<file path="src/oal_pkg.sv">
package oal_pkg;

  localparam int CAPACITY_DEF = 64;
  localparam int DATA_W       = 32;
  localparam int REQ_W        = 3;

  typedef logic [REQ_W-1:0] req_t;

  localparam req_t REQ_INSERT      = 3'd0;
  localparam req_t REQ_APPEND      = 3'd1;
  localparam req_t REQ_REMOVE      = 3'd2;
  localparam req_t REQ_REMOVE_TAIL = 3'd3;
  localparam req_t REQ_SEARCH      = 3'd4;

  typedef logic [1:0] status_t;

  localparam status_t ST_OK    = 2'd0;
  localparam status_t ST_FULL  = 2'd1;
  localparam status_t ST_EMPTY = 2'd2;
  localparam status_t ST_RANGE = 2'd3;

  // Commands from the controller to the datapath.
  typedef struct packed {
    logic load;
    logic scan_init;
    logic scan_read;
    logic wr_shift;
    logic found_set;
    logic finish;
    logic result_load;
  } cmd_t;

  // Status from the datapath back to the controller.
  typedef struct packed {
    logic    need_up;
    logic    need_down;
    logic    need_search;
    logic    last;
    logic    match;
  } stat_t;

endpackage

</file>
<file path="src/ordered_array_list.sv">
// Ordered list of up to CAPACITY signed 32-bit values held in a single-port-write
// RAM, with a fill count. Each input transaction carries req_type, value and
// position, and produces exactly one output transaction with status,
// found_index and element_count (the count after the request).
// Both channels use valid/ready. One request is in flight at a time: in_ready
// is high only while the controller is idle.
// Append, tail remove, rejected requests and requests that move no entries
// go from decode straight to the count update. A positional insert or remove
// shifts the entries it moves through the RAM, one RAM read and one RAM
// write per cycle. A search reads entries from index 0 and stops at the first
// match; a miss reads every entry, and a search of an empty list reads none.
// A new request can be accepted in the cycle after the previous result has
// been loaded into the output register.
// The output register parts the two sides: a stalled receiver holds the
// current result stable, and the next request is already accepted and
// worked on; it waits in its final state until the output register frees up.
// Reset clears the count and the handshake state. The RAM is not cleared;
// only entries below the count are ever read.
module ordered_array_list #(
  parameter int CAPACITY = oal_pkg::CAPACITY_DEF
) (
  input  logic                              clk,
  input  logic                              rst,
  input  logic                              in_valid,
  output logic                              in_ready,
  input  logic [oal_pkg::REQ_W-1:0]         req_type,
  input  logic signed [oal_pkg::DATA_W-1:0] value,
  input  logic [$clog2(CAPACITY+1)-1:0]     position,
  output logic                              out_valid,
  input  logic                              out_ready,
  output logic [1:0]                        status,
  output logic signed [$clog2(CAPACITY):0]  found_index,
  output logic [$clog2(CAPACITY+1)-1:0]     element_count
);

  // Command and status groups between the sequencer and the datapath.
  oal_pkg::cmd_t  cmd;
  oal_pkg::stat_t stat;

  // The controller walks each transaction through decode, the optional
  // shift or search scan, the count update and the result load.
  oal_ctrl u_ctrl (
    .clk       (clk),
    .rst       (rst),
    .in_valid  (in_valid),
    .in_ready  (in_ready),
    .out_valid (out_valid),
    .out_ready (out_ready),
    .stat      (stat),
    .cmd       (cmd)
  );

  // The datapath owns the entry RAM, the count, the scan pointer, the
  // comparator and the output register.
  oal_datapath #(
    .CAPACITY (CAPACITY)
  ) u_datapath (
    .clk           (clk),
    .rst           (rst),
    .req_type      (req_type),
    .value         (value),
    .position      (position),
    .cmd           (cmd),
    .stat          (stat),
    .status        (status),
    .found_index   (found_index),
    .element_count (element_count)
  );

endmodule

</file>
<file path="src/oal_datapath.sv">
module oal_datapath #(
  parameter int CAPACITY = oal_pkg::CAPACITY_DEF
) (
  input  logic                                  clk,
  input  logic                                  rst,
  input  logic [oal_pkg::REQ_W-1:0]             req_type,
  input  logic signed [oal_pkg::DATA_W-1:0]     value,
  input  logic [$clog2(CAPACITY+1)-1:0]         position,
  input  oal_pkg::cmd_t                         cmd,
  output oal_pkg::stat_t                        stat,
  output logic [1:0]                            status,
  output logic signed [$clog2(CAPACITY):0]      found_index,
  output logic [$clog2(CAPACITY+1)-1:0]         element_count
);

  localparam int AW = $clog2(CAPACITY);
  localparam int CW = $clog2(CAPACITY + 1);
  localparam int FW = AW + 1;

  logic [oal_pkg::DATA_W-1:0] mem [CAPACITY];

  oal_pkg::req_t              req_q;
  logic [oal_pkg::DATA_W-1:0] val_q;
  logic [CW-1:0]              pos_q;
  logic [CW-1:0]              count;
  logic [AW-1:0]              ptr;
  logic [AW-1:0]              rd_addr;
  logic                       rd_pend;
  logic [oal_pkg::DATA_W-1:0] rdata;
  logic signed [FW-1:0]       found_q;
  oal_pkg::status_t           code_q;

  oal_pkg::status_t           code;
  logic                       full;
  logic                       empty;
  logic [CW-1:0]              cnt_m1;
  logic                       up;
  logic                       down;
  logic                       srch;
  logic                       put;
  logic                       dec;
  logic [AW-1:0]              put_addr;
  logic [AW-1:0]              shift_addr;
  logic                       last;
  logic                       match;
  logic                       we;
  logic [AW-1:0]              wa;
  logic [oal_pkg::DATA_W-1:0] wd;

  assign full   = (count == CW'(CAPACITY));
  assign empty  = (count == '0);
  assign cnt_m1 = count - CW'(1);

  // Request decode against the current fill level.
  always_comb begin
    code = oal_pkg::ST_OK;
    up   = 1'b0;
    down = 1'b0;
    srch = 1'b0;
    put  = 1'b0;
    dec  = 1'b0;
    case (req_q)
      oal_pkg::REQ_INSERT: begin
        if (full) begin
          code = oal_pkg::ST_FULL;
        end else if (pos_q > count) begin
          code = oal_pkg::ST_RANGE;
        end else begin
          put = 1'b1;
          up  = (pos_q != count);
        end
      end
      oal_pkg::REQ_APPEND: begin
        if (full) begin
          code = oal_pkg::ST_FULL;
        end else begin
          put = 1'b1;
        end
      end
      oal_pkg::REQ_REMOVE: begin
        if (empty) begin
          code = oal_pkg::ST_EMPTY;
        end else if (pos_q >= count) begin
          code = oal_pkg::ST_RANGE;
        end else begin
          dec  = 1'b1;
          down = (pos_q != cnt_m1);
        end
      end
      oal_pkg::REQ_REMOVE_TAIL: begin
        if (empty) begin
          code = oal_pkg::ST_EMPTY;
        end else begin
          dec = 1'b1;
        end
      end
      oal_pkg::REQ_SEARCH: begin
        srch = !empty;
      end
      default: begin
      end
    endcase
  end

  assign put_addr   = (req_q == oal_pkg::REQ_APPEND) ? count[AW-1:0] : pos_q[AW-1:0];
  assign shift_addr = up ? (rd_addr + AW'(1)) : (rd_addr - AW'(1));
  assign last       = up ? (ptr == pos_q[AW-1:0]) : (ptr == cnt_m1[AW-1:0]);
  assign match      = rd_pend && (rdata == val_q);

  assign we = (cmd.wr_shift && rd_pend) || (cmd.finish && put);
  assign wa = cmd.finish ? put_addr : shift_addr;
  assign wd = cmd.finish ? val_q : rdata;

  assign stat.need_up     = up;
  assign stat.need_down   = down;
  assign stat.need_search = srch;
  assign stat.last        = last;
  assign stat.match       = match;

  always_ff @(posedge clk) begin
    if (we) begin
      mem[wa] <= wd;
    end
    if (cmd.scan_read) begin
      rdata <= mem[ptr];
    end
  end

  always_ff @(posedge clk) begin
    if (rst) begin
      count   <= '0;
      rd_pend <= 1'b0;
    end else begin
      if (cmd.finish && put) begin
        count <= count + CW'(1);
      end else if (cmd.finish && dec) begin
        count <= cnt_m1;
      end
      if (cmd.scan_init) begin
        rd_pend <= 1'b0;
      end else if (cmd.scan_read) begin
        rd_pend <= 1'b1;
      end
    end
  end

  always_ff @(posedge clk) begin
    if (cmd.load) begin
      req_q   <= req_type;
      val_q   <= value;
      pos_q   <= position;
      found_q <= (req_type == oal_pkg::REQ_SEARCH) ? '1 : '0;
    end
    if (cmd.scan_init) begin
      if (up) begin
        ptr <= cnt_m1[AW-1:0];
      end else if (down) begin
        ptr <= pos_q[AW-1:0] + AW'(1);
      end else begin
        ptr <= '0;
      end
    end else if (cmd.scan_read) begin
      ptr <= up ? (ptr - AW'(1)) : (ptr + AW'(1));
    end
    if (cmd.scan_read) begin
      rd_addr <= ptr;
    end
    if (cmd.found_set) begin
      found_q <= {1'b0, rd_addr};
    end
    if (cmd.finish) begin
      code_q <= code;
    end
    if (cmd.result_load) begin
      status        <= code_q;
      found_index   <= found_q;
      element_count <= count;
    end
  end

  a_count_bound: assert property (@(posedge clk) disable iff (rst)
    count <= CW'(CAPACITY))
    else $error("element count above capacity");

  a_error_keeps_count: assert property (@(posedge clk) disable iff (rst)
    (cmd.finish && (code != oal_pkg::ST_OK)) |=> (count == $past(count)))
    else $error("rejected request changed the count");

  a_found_on_match: assert property (@(posedge clk) disable iff (rst)
    cmd.found_set |-> match)
    else $error("search index captured without a match");

endmodule

</file>
<file path="src/oal_ctrl.sv">
module oal_ctrl (
  input  logic           clk,
  input  logic           rst,
  input  logic           in_valid,
  output logic           in_ready,
  output logic           out_valid,
  input  logic           out_ready,
  input  oal_pkg::stat_t stat,
  output oal_pkg::cmd_t  cmd
);

  typedef enum logic [2:0] {
    S_IDLE,
    S_DECODE,
    S_SCAN,
    S_DRAIN,
    S_FINISH,
    S_RESULT
  } state_t;

  state_t state;
  state_t state_next;

  assign in_ready = (state == S_IDLE);

  always_comb begin
    cmd        = '0;
    state_next = state;
    case (state)
      S_IDLE: begin
        if (in_valid) begin
          cmd.load   = 1'b1;
          state_next = S_DECODE;
        end
      end
      S_DECODE: begin
        if (stat.need_up || stat.need_down || stat.need_search) begin
          cmd.scan_init = 1'b1;
          state_next    = S_SCAN;
        end else begin
          state_next = S_FINISH;
        end
      end
      S_SCAN: begin
        cmd.scan_read = 1'b1;
        if (stat.need_search) begin
          if (stat.match) begin
            cmd.found_set = 1'b1;
            state_next    = S_FINISH;
          end else if (stat.last) begin
            state_next = S_DRAIN;
          end
        end else begin
          cmd.wr_shift = 1'b1;
          if (stat.last) begin
            state_next = S_DRAIN;
          end
        end
      end
      S_DRAIN: begin
        if (stat.need_search) begin
          cmd.found_set = stat.match;
        end else begin
          cmd.wr_shift = 1'b1;
        end
        state_next = S_FINISH;
      end
      S_FINISH: begin
        cmd.finish = 1'b1;
        state_next = S_RESULT;
      end
      S_RESULT: begin
        if (!out_valid || out_ready) begin
          cmd.result_load = 1'b1;
          state_next      = S_IDLE;
        end
      end
      default: begin
        state_next = S_IDLE;
      end
    endcase
  end

  always_ff @(posedge clk) begin
    if (rst) begin
      state     <= S_IDLE;
      out_valid <= 1'b0;
    end else begin
      state <= state_next;
      if (cmd.result_load) begin
        out_valid <= 1'b1;
      end else if (out_ready) begin
        out_valid <= 1'b0;
      end
    end
  end

  a_one_in_flight: assert property (@(posedge clk) disable iff (rst)
    (in_valid && in_ready) |=> !in_ready)
    else $error("second request taken while one is in flight");

  a_no_overwrite: assert property (@(posedge clk) disable iff (rst)
    cmd.result_load |-> (!out_valid || out_ready))
    else $error("result register overwritten before it was taken");

  a_no_shift_in_search: assert property (@(posedge clk) disable iff (rst)
    cmd.wr_shift |-> !stat.need_search)
    else $error("entry shift issued during a search");

endmodule
</file>
<file path="config.mk">
export PLATFORM = sky130hd
export DESIGN_NAME = ordered_array_list
export DESIGN_NICKNAME = d
export VERILOG_FILES = /design/src/oal_pkg.sv /design/src/ordered_array_list.sv /design/src/oal_datapath.sv /design/src/oal_ctrl.sv
export SDC_FILE = /design/constraint.sdc
export NUM_CORES = 2
export LEC_CHECK = 0
export ABC_AREA = 1
export BUFFER_PORTS_ARGS = -buffer_cell sky130_fd_sc_hd__buf_2
export CAP_MARGIN = 20
export CELL_PAD_IN_SITES_DETAIL_PLACEMENT = 1
export CELL_PAD_IN_SITES_GLOBAL_PLACEMENT = 1
export CORE_MARGIN = 5
export CORE_UTILIZATION = 50
export CTS_BUF_LIST = sky130_fd_sc_hd__clkbuf_4
export DETAILED_ROUTE_END_ITERATION = 12
export GPL_ROUTABILITY_DRIVEN = 1
export PLACE_DENSITY_LB_ADDON = 0.25
export REMOVE_ABC_BUFFERS = 1
export SYNTH_ARGS = -nofsm -noshare
export SYNTH_HDL_FRONTEND = slang
export SYNTH_SLANG_ARGS = --single-unit
</file>
<file path="constraint.sdc">
create_clock -name clk -period 5.7 [get_ports clk]
set_input_delay 0.57 -clock clk [delete_from_list [all_inputs] [get_ports clk]]
set_output_delay 0.57 -clock clk [all_outputs]
set_load 0.05 [all_outputs]
</file>
# After elaboration in Yosys (flattened, before gate mapping)
# Memories as Yosys holds them, arrays and structs flattened. A register that Yosys moved wholly into a read port is not among the register bits.
# Index checks and enable logic that the tools add are counted.
dict set report word_totals {
  ramBits 2048
  input_bits 46
  mem_count 1
  ff_bits 91
}
# memory depth word_bits read_ports rd_clocked_by_memory_dff write_ports line_no
set mem_list {}
lappend mem_list {u_datapath.mem 64 32 1 1 1 oal_datapath.sv:20} ;# logic [oal_pkg::DATA_W-1:0] mem [CAPACITY];
dict set report op_classes {
  n_reduce_logical 19
  magnitude_cmp 2
  mux 61
  eq_ne 18
  add_sub_neg 7
}
# op count
set op_table {}
lappend op_table {{6-bit two-way mux} 10}
lappend op_table {{32-bit equality test} 1}
lappend op_table {{32-bit two-way mux} 1}
lappend op_table {{1-bit two-way mux} 31}
lappend op_table {{7-bit two-way mux} 3}
lappend op_table {{6-bit by 1-bit adder with 6-bit output (second input constant)} 3}
lappend op_table {{3-bit two-way mux} 6}
lappend op_table {{3-bit case mux with 6 select lines} 1}
lappend op_table {{7-bit inequality test} 2}
lappend op_table {{3-bit by 2-bit equality test with 1-bit output (second input constant)} 4}
lappend op_table {{3-bit equality test (second input constant)} 4}
lappend op_table {{6-bit equality test} 2}
lappend op_table {{6-bit by 1-bit subtractor with 6-bit output (second input constant)} 2}
lappend op_table {{2-bit two-way mux} 5}
lappend op_table {{2-bit case mux with 4 select lines} 1}
lappend op_table {{2-bit nonzero test} 4}
lappend op_table {{7-bit by 1-bit adder with 7-bit output (second input constant)} 1}
lappend op_table {{7-bit equality test (second input constant)} 1}
lappend op_table {{7-bit greater-or-equal comparator} 1}
lappend op_table {{7-bit greater-than comparator} 1}
lappend op_table {{7-bit logical NOT} 1}
lappend op_table {{7-bit by 1-bit subtractor with 7-bit output (second input constant)} 1}
lappend op_table {{3-bit by 1-bit equality test with 1-bit output (second input constant)} 2}
lappend op_table {{3-bit logical NOT} 2}
lappend op_table {{9 further kinds} 17}

# Logic depth before layout (Yosys ltp)
dict set report logic_depth {
  depth_word 10
  ltp_mapped 21
  mapped_depth_nobuf 20
}

# Hierarchy
# Synthesis repeated with hierarchy kept, for this count alone.
dict set report unflattened {
  cells_unflattened 6809
  area_unflattened_um2 87033.5
}
# module area_per_inst_um2 cells_each n_inst
set by_module_without_submodules {}
lappend by_module_without_submodules {oal_datapath 86733.2 6757 1}
lappend by_module_without_submodules {oal_ctrl 300.3 52 1}

# Worst setup path after synthesis
# Ideal clock, no wire load.
dict set report synth_path {
  path_type {register -> register}
  start {register u_datapath.count[2]}
  end {memory u_datapath.mem[16][0] (netlist name), enable pin}
  t_required_ns 5.279
  slack_ns 0.709
  synth_period_minus_slack_ns 4.991
  stages_incl_launch_ff 20
  path_buffers 2
  arrival_time_ns 4.569
  cell_sequence {dfxtp_1 > buf_2 > inv_2 > ha_1 > a21oi_1 > nand2_1 > a21oi_2 > nand3_4 > buf_2 > ha_1 > inv_1 > nor2_1 > nor2_1 > nor2_1 > o21a_1 > nor2_1 > or2_1 > a21oi_4 > nand3_2 > nor2_1}
}
dict set report synth_via {
  elab_chain_cells 9
  word_cells_on_any_way 23
  classes_between {order compare (1); eq/ne (2); mux (15); reduce/logical (5)}
}
# element line_no
set synth_lines {}
lappend synth_lines {{start, declared} oal_datapath.sv:25} ;# logic [CW-1:0] count;
lappend synth_lines {{start signal, assigned} oal_datapath.sv:135} ;# count <= count + CW'(1);
lappend synth_lines {{start signal, assigned} oal_datapath.sv:137} ;# count <= cnt_m1;
lappend synth_lines {{parallel branches: the longest is 9 deep, another holds 7-bit greater-than comparator} --}
lappend synth_lines {{end, declared} oal_datapath.sv:20}
# Parallel ways; which one is timed is not known.

# Worst setup path after layout
dict set report layout_path {
  start {register u_datapath.count[4]}
  end {memory u_datapath.mem[62][16] (netlist name), enable pin}
}
# Same word-level chain as after synthesis.

==> results.tsv <==
metric	value	unit
grt_max_degree	143	
slowest_stage	dfxtp_1	
gr-usage-all-layers	0.326	
synth_area	0.0860	mm2
port_buffers	63	
slew_viol_final	0	
crit_family	simple AND/OR/NAND/NOR gates	
start_kind	register	
synthCells	6633	
arrival	6140	ps
grt_antenna_before_repair	32	
ir_drop	0.201	mV
fp.dieArea	0.180	mm2
pin_count	64	
drive_above_1_share	0.169	
crit_chain	inv_1, ha_1, nand2_1, nand2_1, nand2_1, nand2_1, a21oi_2, nand3_4, inv_1, fa_1, o21ai_0, a21oi_1, xnor2_1, nand2_1, o21ai_1, inv_1, nor2_1, nand2_2, nor2_4, buf_4	
root_buffer	clkbuf_4	
yosysMostFrequentCell	edfxtp_1	
worst_slew_pin_slew	1180	ps
routed_via_density	6.33	
grt_pass1_vias	63300	
synth_seq_area_share	0.756	
critPathKind	reg -> reg	
setup_violations	0	
fin_crit_sh	0.908	
core_area	0.171	mm2
routed-via-count	62000	
wire_per_inst	30.5	um
cts_sinks	2171	
dpl.hpwl	176000	um
multi_input_area	0.0196	mm2
ant_nets	0	
grt_pass1_wl	430000	um
place.gp.congestion	0.899	
gr-total-overflow	0	
dp_cells	8761	
yosys.area.top_type	edfxtp_1	
rrSetupSlack	520	ps
dr.first_iter.drc_count	8450	
path_max_fanout	32	
end_kind	register	
die_y	425	um
ys_types	41	
regArea	0.0651	mm2
fmax	193	MHz
power.density	338	mW/mm2
cts_max_level	6	
cts_resized	0	
cts_tree	built	
maxSlewHeadroom	0.208	
synthArstFlopShare	0	
final.setup_skew	107	ps
cp_common_cell	nand2_1	
start_util	0.502	
setup_slack	525	ps
cp_num_buf_inv	4	
clock_path_buffers	4	
required	6670	ps
postLayoutCoreUtil	0.574	
synth_common_cells	edfxtp_1, nor2_1, o21ai_0	
hold_class	in -> reg	
avgSynthCellArea	13.0	um2
rsz0062_at_grt	false	
synth_edf_count	2158	
yosys_warnings	0	
dr.pass1.iters	9	
syn_to_final_growth	14.3	%
drc	0	
fin_cells	9793	
maxCapViolCount	0	
period_minus_slack	5180	ps
fin_tns_setup	0	ps
p_leak	32.2	nW
wl	299000	um
synth.area.top_cells	edfxtp_1, o21ai_0, nor2_1	
synth_top_cell_area_share	0.753	
num-fill-cells	16900	
synth_seq_cells	2171	
insertion_delay	1440	ps
rows	152	
nets	7190	
max_stage_delay	500	ps
pre_cts_ws	674	ps
numCtsBuffers	579	
clkTransAtPathRegs	60	ps
die_w	425	um
outcome	finished clean	
hold_viol_final	0	
ys.flop_type	edfxtp_1	
per-stage QoR:
stage,cell area [um2],power (mW),hold WS (ps)
6_report,98300,33.2,120
5_1_grt,98300,34.4,29.6
4_1_cts,98200,33.3,1.44
3_3_place_gp,90600,20.2,406
2_1_floorplan,84200,19.2,400
3_5_place_dp,90600,20.3,412
registers in the layout, indices dropped and copies added, names as in the netlist, 3 cells and up:
| signal | flops |
|---|---|
| u_datapath.val_q | 32 |
| u_datapath.element_count | 7 |
| u_datapath.rd_addr | 6 |
| u_datapath.found_index | 7 |
| u_datapath.count | 7 |
| u_datapath.ptr | 6 |
| u_datapath.req_q | 3 |
| u_datapath.mem | 2048 |
| u_ctrl.state | 3 |
| u_datapath.rdata | 32 |
| u_datapath.pos_q | 7 |
| u_datapath.found_q | 7 |
final timing paths:
path                                          endpoint  cells past startpoint            startpoint
worst max-delay path            u_datapath.mem[62][16]                     20   u_datapath.count[4]
worst min-delay path              u_datapath.val_q[16]                      2             value[16]
worst max register to register  u_datapath.mem[62][16]                     20   u_datapath.count[4]
worst min register to register    u_datapath.status[0]                      0  u_datapath.code_q[0]
report_power, final:
group,internal (mW),switching (mW),leakage [nW],total (mW)
Combinational,0.399,1.73,8.55,2.13
Clock,6.78,6.38,4.07,13.2
Sequential,17.9,0.0616,19.6,17.9
Total,25.1,8.17,32.2,33.2
layout by cell type, fill, tap and decap left out, types with 3 or more instances in the layout:
cell type	netlist	routed
o32ai_1	23	22
nand2_2	4	4
xnor2_1	13	13
clkbuf_4	0	820
ha_1	18	18
nand3_2	5	5
nor2_4	2	67
nor3_1	13	13
inv_2	5	21
buf_4	0	152
nand4_1	15	15
diode_2	0	12
a21oi_1	32	32
o21ai_0	1368	1343
inv_8	0	3
buf_2	52	64
dfxtp_1	13	13
nand2_1	208	201
o21ai_4	0	25
xor2_1	19	19
o211ai_1	7	7
inv_1	98	94
buf_12	0	60
edfxtp_1	2158	2158
nor2_1	1468	1403
or2_2	7	7
nand2_4	0	7
nand3_1	33	33
dlygate4sd3_1	0	87
clkinv_1	2	77
o221ai_1	3	3
o22ai_1	641	641
a31oi_1	7	7
clkinv_2	0	11
bufinv_16	0	5
per-layer routing:
layer / vias to the layer above / share of wire / track usage
met5: - / 0.00019 / 0
met2: 3805 / 0.45 / 0.498
li1: 26000 / - / -
met3: 728 / 0.11 / 0.0779
met1: 31500 / 0.38 / 0.435
met4: 8 / 0.057 / 0.178
layout make-up:
cell class                 count  area share
antenna                       12    0.000305
sequential                  2171       0.662
timing repair buffer         365      0.0365
tap                         2310      0.0294
inverter                     105     0.00426
multi-input combinational   3902       0.199
clock inverter               108     0.00564
clock buffer                 820      0.0626
kinds of logic after synthesis:
| logic type | share of synthesized area |
|---|---|
| DFF | 0.756 |
| AOI/OAI and AO/OA | 0.133 |
| and+or+nand+nor | 0.0791 |
| buffers and inverters | 0.0252 |
| xor gates and xnor gates | 0.00326 |
| adders and majority gates | 0.00308 |
repair_timing:
item	CTS	global route
hold endpoints to repair	93	0
endpoints found under the setup margin	0	0
hold buffers	87	0
buffers inserted	0	0
Power figures use the tool's default switching activity.
